File: config.mk
export PLATFORM = sky130hd
export DESIGN_NAME = radix_digit_coded_converter
export DESIGN_NICKNAME = d
export VERILOG_FILES = /design/src/design/rdc_pkg.sv /design/src/design/rdc_digit_reg.sv /design/src/design/rdc_mac.sv /design/src/design/radix_digit_coded_converter.sv
export SDC_FILE = /design/constraint.sdc
export NUM_CORES = 2
export LEC_CHECK = 0
export BUFFER_PORTS_ARGS = -buffer_cell sky130_fd_sc_hd__buf_2
export CAP_MARGIN = 5
export CELL_PAD_IN_SITES_DETAIL_PLACEMENT = 1
export CELL_PAD_IN_SITES_GLOBAL_PLACEMENT = 1
export CORE_MARGIN = 8
export CORE_UTILIZATION = 30
export CTS_BUF_LIST = sky130_fd_sc_hd__clkbuf_4
export DETAILED_ROUTE_END_ITERATION = 16
export GPL_TIMING_DRIVEN = 0
export PLACE_DENSITY = 0.54
export SKIP_CTS_REPAIR_TIMING = 1
export SYNTH_ARGS = -nofsm -noshare
export SYNTH_HDL_FRONTEND = slang
export SYNTH_SLANG_ARGS = --single-unit
File: constraint.sdc
create_clock -name clk_i -period 24.1 [get_ports clk_i]
set_input_delay 3.615 -clock clk_i [delete_from_list [all_inputs] [get_ports clk_i]]
set_output_delay 3.615 -clock clk_i [all_outputs]
set_load 0.02 [all_outputs]
File: src/design/rdc_pkg.sv
// Package for the radix digit-coded converter.
// Holds digit widths, radix limits, operation codes and the control structs
// shared by the sequencer, the digit register and the accumulator.
`default_nettype none

package rdc_pkg;

  localparam int unsigned DigitW = 4;
  localparam int unsigned BaseW  = 4;

  localparam logic [BaseW-1:0] BASE_MIN  = 4'd2;
  localparam logic [BaseW-1:0] BASE_MAX  = 4'd10;
  localparam logic [BaseW-1:0] DEC_RADIX = 4'd10;

  localparam logic OP_TO_CODED   = 1'b0;
  localparam logic OP_FROM_CODED = 1'b1;

  typedef struct packed {
    logic clear;
    logic conv;
    logic shift;
  } dig_ctl_t;

  typedef struct packed {
    logic clear;
    logic step;
    logic check;
  } mac_ctl_t;

  function automatic logic [BaseW-1:0] clamp_base(input logic [BaseW-1:0] b);
    logic [BaseW-1:0] r;
    r = b;
    if (b < BASE_MIN) begin
      r = BASE_MIN;
    end else if (b > BASE_MAX) begin
      r = BASE_MAX;
    end
    return r;
  endfunction

endpackage

`default_nettype wire

File: src/design/rdc_digit_reg.sv
// Radix digit register: shifts a binary value in one bit per beat, MSB first,
// doubling a row of radix-r digit cells with a single carry chain per cycle.
// Shifts the digits out MSB first afterwards. Depends on rdc_pkg.
`default_nettype none

module rdc_digit_reg #(
  parameter int unsigned NUMBER_WIDTH = 64
) (
  input  logic                              clk_i,
  input  rdc_pkg::dig_ctl_t                 ctl_i,
  input  logic [rdc_pkg::BaseW-1:0]         radix_i,
  input  logic                              bit_i,
  output logic [rdc_pkg::DigitW-1:0]        top_o
);
  import rdc_pkg::*;

  logic [DigitW-1:0]     dig_q [NUMBER_WIDTH];
  logic [DigitW-1:0]     dig_d [NUMBER_WIDTH];
  logic [NUMBER_WIDTH-1:0] gen;
  logic [NUMBER_WIDTH-1:0] prop;
  logic [NUMBER_WIDTH-1:0] sum;
  logic [NUMBER_WIDTH-1:0] cin;

  always_comb begin
    for (int i = 0; i < NUMBER_WIDTH; i++) begin
      gen[i]  = {dig_q[i], 1'b0} >= {1'b0, radix_i};
      prop[i] = {dig_q[i], 1'b1} == {1'b0, radix_i};
    end
  end

  assign sum = (gen | prop) + gen + {{(NUMBER_WIDTH-1){1'b0}}, bit_i};
  assign cin = sum ^ (gen | prop) ^ gen;

  always_comb begin
    logic [DigitW:0] v;
    v = '0;
    for (int i = 0; i < NUMBER_WIDTH; i++) begin
      dig_d[i] = dig_q[i];
      if (ctl_i.clear) begin
        dig_d[i] = '0;
      end else if (ctl_i.conv) begin
        v = {dig_q[i], cin[i]};
        if (v >= {1'b0, radix_i}) begin
          v = v - {1'b0, radix_i};
        end
        dig_d[i] = v[DigitW-1:0];
      end else if (ctl_i.shift) begin
        dig_d[i] = (i == 0) ? '0 : dig_q[(i == 0) ? 0 : i-1];
      end
    end
  end

  always_ff @(posedge clk_i) begin
    for (int i = 0; i < NUMBER_WIDTH; i++) begin
      dig_q[i] <= dig_d[i];
    end
  end

  assign top_o = dig_q[NUMBER_WIDTH-1];

endmodule

`default_nettype wire

File: src/design/rdc_mac.sv
// Horner accumulator: acc = acc * mul + digit, one digit per cycle,
// with sticky overflow and digit range flags. Depends on rdc_pkg.
`default_nettype none

module rdc_mac #(
  parameter int unsigned NUMBER_WIDTH = 64
) (
  input  logic                          clk_i,
  input  rdc_pkg::mac_ctl_t             ctl_i,
  input  logic [rdc_pkg::BaseW-1:0]     mul_i,
  input  logic [rdc_pkg::DigitW-1:0]    digit_i,
  output logic [NUMBER_WIDTH-1:0]       acc_o,
  output logic                          ovf_o,
  output logic                          derr_o
);
  import rdc_pkg::*;

  localparam int unsigned ProdW = NUMBER_WIDTH + BaseW + 1;

  logic [NUMBER_WIDTH-1:0] acc_q, acc_d;
  logic                    ovf_q, ovf_d;
  logic                    derr_q, derr_d;
  logic [ProdW-1:0]        full;

  assign full = ProdW'(acc_q) * ProdW'(mul_i) + ProdW'(digit_i);

  always_comb begin
    acc_d  = acc_q;
    ovf_d  = ovf_q;
    derr_d = derr_q;
    if (ctl_i.clear) begin
      acc_d  = '0;
      ovf_d  = 1'b0;
      derr_d = 1'b0;
    end else if (ctl_i.step) begin
      acc_d  = full[NUMBER_WIDTH-1:0];
      ovf_d  = ovf_q | (|full[ProdW-1:NUMBER_WIDTH]);
      derr_d = derr_q | (ctl_i.check & ({1'b0, digit_i} >= {1'b0, mul_i}));
    end
  end

  always_ff @(posedge clk_i) begin
    acc_q  <= acc_d;
    ovf_q  <= ovf_d;
    derr_q <= derr_d;
  end

  assign acc_o  = acc_q;
  assign ovf_o  = ovf_q;
  assign derr_o = derr_q;

endmodule

`default_nettype wire

File: src/design/radix_digit_coded_converter.sv
// Top level of the radix digit-coded converter: sequencer, output register,
// and instances of rdc_digit_reg and rdc_mac. Depends on rdc_pkg.
//
// Usage:
//   Input channel (in_valid_i / in_stall_o) carries op_i, base_i, number_i.
//   Output channel (out_valid_o / out_stall_i) carries result_o,
//   digit_error_o and overflow_o, one beat per input beat.
//   op_i = 0 writes the base-b digits of number_i as a decimal numeral;
//   op_i = 1 reads the decimal digits of number_i as base-b digits.
//   Base values below 2 act as 2, above 10 act as 10.
//   Each item is worked in order: NUMBER_WIDTH operand bits are shifted
//   into the radix digit row, one bit per cycle through its carry chain,
//   then NUMBER_WIDTH Horner steps run through the one multiply-add unit,
//   and the output register is loaded. in_stall_o stays high while an
//   item is in work, so a new item is taken only once the last one has
//   left the sequencer. A new item is taken while a finished result still
//   waits on the output register.
//   If the receiver stalls, the result holds and the next finished item
//   waits in the sequencer until the output register frees up.
//   Reset clears the sequencer and drops any pending result.
`default_nettype none

module radix_digit_coded_converter #(
  parameter int unsigned NUMBER_WIDTH = 64
) (
  input  logic        clk_i,
  input  logic        rst_ni,
  input  logic        in_valid_i,
  output logic        in_stall_o,
  input  logic        op_i,
  input  logic [3:0]  base_i,
  input  logic [63:0] number_i,
  output logic        out_valid_o,
  input  logic        out_stall_i,
  output logic [63:0] result_o,
  output logic        digit_error_o,
  output logic        overflow_o
);
  import rdc_pkg::*;

  localparam int unsigned CntW = $clog2(NUMBER_WIDTH);
  localparam logic [CntW-1:0] CntLast = CntW'(NUMBER_WIDTH - 1);

  typedef enum logic [1:0] {
    ST_IDLE,
    ST_CONV,
    ST_ACC,
    ST_DONE
  } state_e;

  state_e                  state_q;
  logic [CntW-1:0]         cnt_q;
  logic [NUMBER_WIDTH-1:0] n_q;
  logic [BaseW-1:0]        radix_q;
  logic [BaseW-1:0]        mul_q;
  logic                    op_q;
  logic                    out_valid_q;
  logic [63:0]             result_q;
  logic                    derr_q;
  logic                    ovf_q;

  logic                    in_acc;
  logic                    out_free;
  logic [BaseW-1:0]        base_c;
  dig_ctl_t                dig_ctl;
  mac_ctl_t                mac_ctl;
  logic [DigitW-1:0]       top_dig;
  logic [NUMBER_WIDTH-1:0] acc;
  logic                    mac_ovf;
  logic                    mac_derr;

  assign in_stall_o = (state_q != ST_IDLE);
  assign in_acc     = in_valid_i & ~in_stall_o;
  assign out_free   = ~out_valid_q | ~out_stall_i;
  assign base_c     = clamp_base(base_i);

  always_comb begin
    dig_ctl       = '0;
    mac_ctl       = '0;
    dig_ctl.clear = in_acc;
    dig_ctl.conv  = (state_q == ST_CONV);
    dig_ctl.shift = (state_q == ST_ACC);
    mac_ctl.clear = in_acc;
    mac_ctl.step  = (state_q == ST_ACC);
    mac_ctl.check = (op_q == OP_FROM_CODED);
  end

  always_ff @(posedge clk_i or negedge rst_ni) begin
    if (!rst_ni) begin
      state_q     <= ST_IDLE;
      cnt_q       <= '0;
      out_valid_q <= 1'b0;
    end else begin
      if (state_q == ST_DONE && out_free) begin
        out_valid_q <= 1'b1;
      end else if (!out_stall_i) begin
        out_valid_q <= 1'b0;
      end
      case (state_q)
        ST_IDLE: begin
          if (in_acc) begin
            state_q <= ST_CONV;
            cnt_q   <= CntLast;
          end
        end
        ST_CONV: begin
          if (cnt_q == '0) begin
            state_q <= ST_ACC;
            cnt_q   <= CntLast;
          end else begin
            cnt_q <= cnt_q - CntW'(1);
          end
        end
        ST_ACC: begin
          if (cnt_q == '0) begin
            state_q <= ST_DONE;
          end else begin
            cnt_q <= cnt_q - CntW'(1);
          end
        end
        ST_DONE: begin
          if (out_free) begin
            state_q <= ST_IDLE;
          end
        end
        default: begin
          state_q <= ST_IDLE;
        end
      endcase
    end
  end

  always_ff @(posedge clk_i) begin
    if (in_acc) begin
      n_q  <= number_i[NUMBER_WIDTH-1:0];
      op_q <= op_i;
      if (op_i == OP_TO_CODED) begin
        radix_q <= base_c;
        mul_q   <= DEC_RADIX;
      end else begin
        radix_q <= DEC_RADIX;
        mul_q   <= base_c;
      end
    end else if (state_q == ST_CONV) begin
      n_q <= {n_q[NUMBER_WIDTH-2:0], 1'b0};
    end
    if (state_q == ST_DONE && out_free) begin
      result_q <= 64'(acc);
      derr_q   <= mac_derr;
      ovf_q    <= mac_ovf;
    end
  end

  rdc_digit_reg #(
    .NUMBER_WIDTH(NUMBER_WIDTH)
  ) u_digits (
    .clk_i  (clk_i),
    .ctl_i  (dig_ctl),
    .radix_i(radix_q),
    .bit_i  (n_q[NUMBER_WIDTH-1]),
    .top_o  (top_dig)
  );

  rdc_mac #(
    .NUMBER_WIDTH(NUMBER_WIDTH)
  ) u_mac (
    .clk_i  (clk_i),
    .ctl_i  (mac_ctl),
    .mul_i  (mul_q),
    .digit_i(top_dig),
    .acc_o  (acc),
    .ovf_o  (mac_ovf),
    .derr_o (mac_derr)
  );

  assign out_valid_o   = out_valid_q;
  assign result_o      = result_q;
  assign digit_error_o = derr_q;
  assign overflow_o    = ovf_q;

endmodule

`default_nettype wire

==> results.sh <==
export IMPL_synth_top_area_share_pct=14.8
export IMPL_post_route_period_util_pct=34.9
export IMPL_avgSynthCellArea_um2=8.45
export IMPL_yosys_warnings=0
export IMPL_dpl_hpwl_um=135000
export IMPL_ant_nets=0
export IMPL_crit_type="reg -> reg"
export IMPL_slew_viol_final=0
export IMPL_min_period_ps=8420
export IMPL_syn_num_nets=5808
export IMPL_synthArstFlopShare_pct=1.91
export IMPL_cts_sink_count=470
export IMPL_rsz0062_at_grt="false"
export IMPL_synth_ff_type="dfxtp_1"
export IMPL_syn_inst=5138
export IMPL_hold_depth=2
export IMPL_place_congestion=0.849
export IMPL_die_area_um2=157000
export IMPL_vias=40800
export IMPL_tritoncts="built"
export IMPL_ys_ff_latch=470
export IMPL_whs_ps=497
export IMPL_core_um2=144000
export IMPL_yosysTopAreaCell="dfxtp_1"
export IMPL_cts_buffers=154
export IMPL_yosysMostFrequentCell="nor2_1"
export IMPL_synthTopCellsByCount="nor2_1, a21oi_1, nand2_1, ha_1, dfxtp_1"
export IMPL_status="complete, no violations"
export IMPL_required_ps=25070
export IMPL_drv_cap=0
export IMPL_wire_per_inst_um=23.7
export IMPL_dp_cells=7205
export IMPL_wl_um=178000
export IMPL_synth_edf_count=139
export IMPL_cts_buffer_depth=3
export IMPL_ys_seq_area_share_pct=25.0
export IMPL_ios=141
export IMPL_worstPathMaxFanout=10
export IMPL_num_rows=139
export IMPL_cts_root_buffer_cell="clkbuf_4"
export IMPL_synth_area_top_cells="dfxtp_1, ha_1, edfxtp_1"
export IMPL_syn2layout_area_growth_pct=13.3
export IMPL_finalSetupViolCount=0
export IMPL_viasPerCell=5.45
export IMPL_syn_area_um2=43400
export IMPL_drc=0
export IMPL_hp_class="reg -> reg"
export IMPL_die_y_um=396
export IMPL_final_cells=7489
export IMPL_grt_pass1_wl_um=270000
export IMPL_final_nets=6130
export IMPL_drive_gt1_share_pct=8.48
export IMPL_cp_arrival_ps=9380
export IMPL_finClkSkew_ps=77.9
export IMPL_worst_pin_slew_ps=1420
export IMPL_fmax_mhz=119
export IMPL_grt_start_max_net_pins=65
export IMPL_insertion_delay_ps=1180
export IMPL_h_tree_depth=4
export IMPL_drt_pass1_iterations=7
export IMPL_cp_start_kind="flop"
export IMPL_synth_cell_types=90
export IMPL_antenna_found_initial=15
export IMPL_grt_overflow=0
export IMPL_die_w_um=396
export IMPL_io_buffers=140
export IMPL_r2r_cells=25
export IMPL_relSlewSlack_pct=5.51
export IMPL_grt_pass1_vias=42500
export IMPL_detail_route_iter0_violations=2334
export IMPL_cp_end_kind="flop"
export IMPL_start_util_pct=30.2
export IMPL_path_clk_slew_ps=70
export IMPL_track_usage_pct=22.0
export IMPL_final_util_pct=34.3
export IMPL_tns_ps=0
export IMPL_final_hold_viol_count=0
-- worst max-delay path: stages, from the launching register on --
cell and delay (ps):
edfxtp_1 640, buf_8 260, inv_1 550, clkbuf_2 810
clkbuf_2 710, nor3_1 210, ha_1 250, a2111oi_0 580
o211a_1 330, o211ai_2 180, a21oi_1 510, o21ai_1 320
a41oi_2 580, o31a_1 360, o31ai_4 160, a21boi_0 220
ha_1 230, inv_1 80, o21ai_0 140, nand2_1 160
inv_1 230, nand2_1 80, nand3_1 100, o211ai_1 130
a41oi_1 280, a211oi_1 80
-- area by class of cell --
type / count / area, µm²
fill: 17400 / 94500
multi-input combinational: 4219 / 30900
sequential: 470 / 10800
tap: 1903 / 2380
clock buffer: 221 / 1660
timing repair buffer: 166 / 1330
buffer: 242 / 927
inverter: 207 / 787
clock inverter: 50 / 340
antenna: 11 / 27.5
-- path summary, 6_finish.rpt --
path | startpoint | end | slack [ps]
max in group asynchronous | rst_ni | cnt_q[3] | 21570
min in group asynchronous | rst_ni | cnt_q[1] | 2300
min | n_q[19] | n_q[20] | 500
max | radix_q[0] | u_digits.dig_q[7][0] | 15680
max reg2reg | radix_q[0] | u_digits.dig_q[7][0] | 15680
min reg2reg | n_q[19] | n_q[20] | 500
-- cell families (layout without fill, tap and decap cells) --
logic type	after synthesis	in the layout	share of synthesized area (%)
flops	470	470	25.0
simple gates	1714	1714	19.2
other cells	0	11	0
fa+ha+maj	597	597	20.5
mux	236	236	5.44
buf+inv	449	886	3.90
xor+xnor	185	185	3.73
compound gates	1487	1487	22.3
-- layer usage --
| layer | up-vias | routed length, µm | GRT usage (%) |
|---|---|---|---|
| li1 | 19400 | - | - |
| met2 | 799 | 82800 | 36.8 |
| met1 | 20300 | 82000 | 29.3 |
| met5 | - | 13 | 0 |
| met4 | 2 | 5500 | 6.94 |
| met3 | 290 | 7260 | 3.23 |
-- state kept, by name, summed over array words and instances, names as in the netlist --
| register | cells |
|---|---|
| overflow_o | 1 |
| u_mac.derr_o | 1 |
| radix_q | 4 |
| op_q | 1 |
| mul_q | 4 |
| u_digits.dig_q | 256 |
| result_o | 64 |
| u_mac.ovf_o | 1 |
| cnt_q | 6 |
| state_q | 2 |
| n_q | 64 |
| out_valid_o | 1 |
| digit_error_o | 1 |
| u_mac.acc_o | 64 |
-- placed cells by master (no fill, tap or decap), types with 161 or more instances in the layout --
cell and count:
o21ai_0 208, and2_1 268, a21oi_1 465, a21o_1 161, inv_1 203, mux2i_1 236, a211oi_1 265, nor2_1 637
dfxtp_1 322, clkbuf_1 215, clkbuf_4 221, ha_1 406, nand2_1 412, fa_1 191
-- through the flow --
step | cell area (µm²) | worst slack [ps]
after floorplan | 43400 | 14300
after global placement | 46500 | 6200
after detailed placement | 47200 | 15850
after CTS | 49200 | 15790
after global routing | 49200 | 15370
final | 49200 | 15680
Power is left out: the tool's default activity adds up to more than one toggle a clock period on the data nets, which glitch-free logic cannot reach.
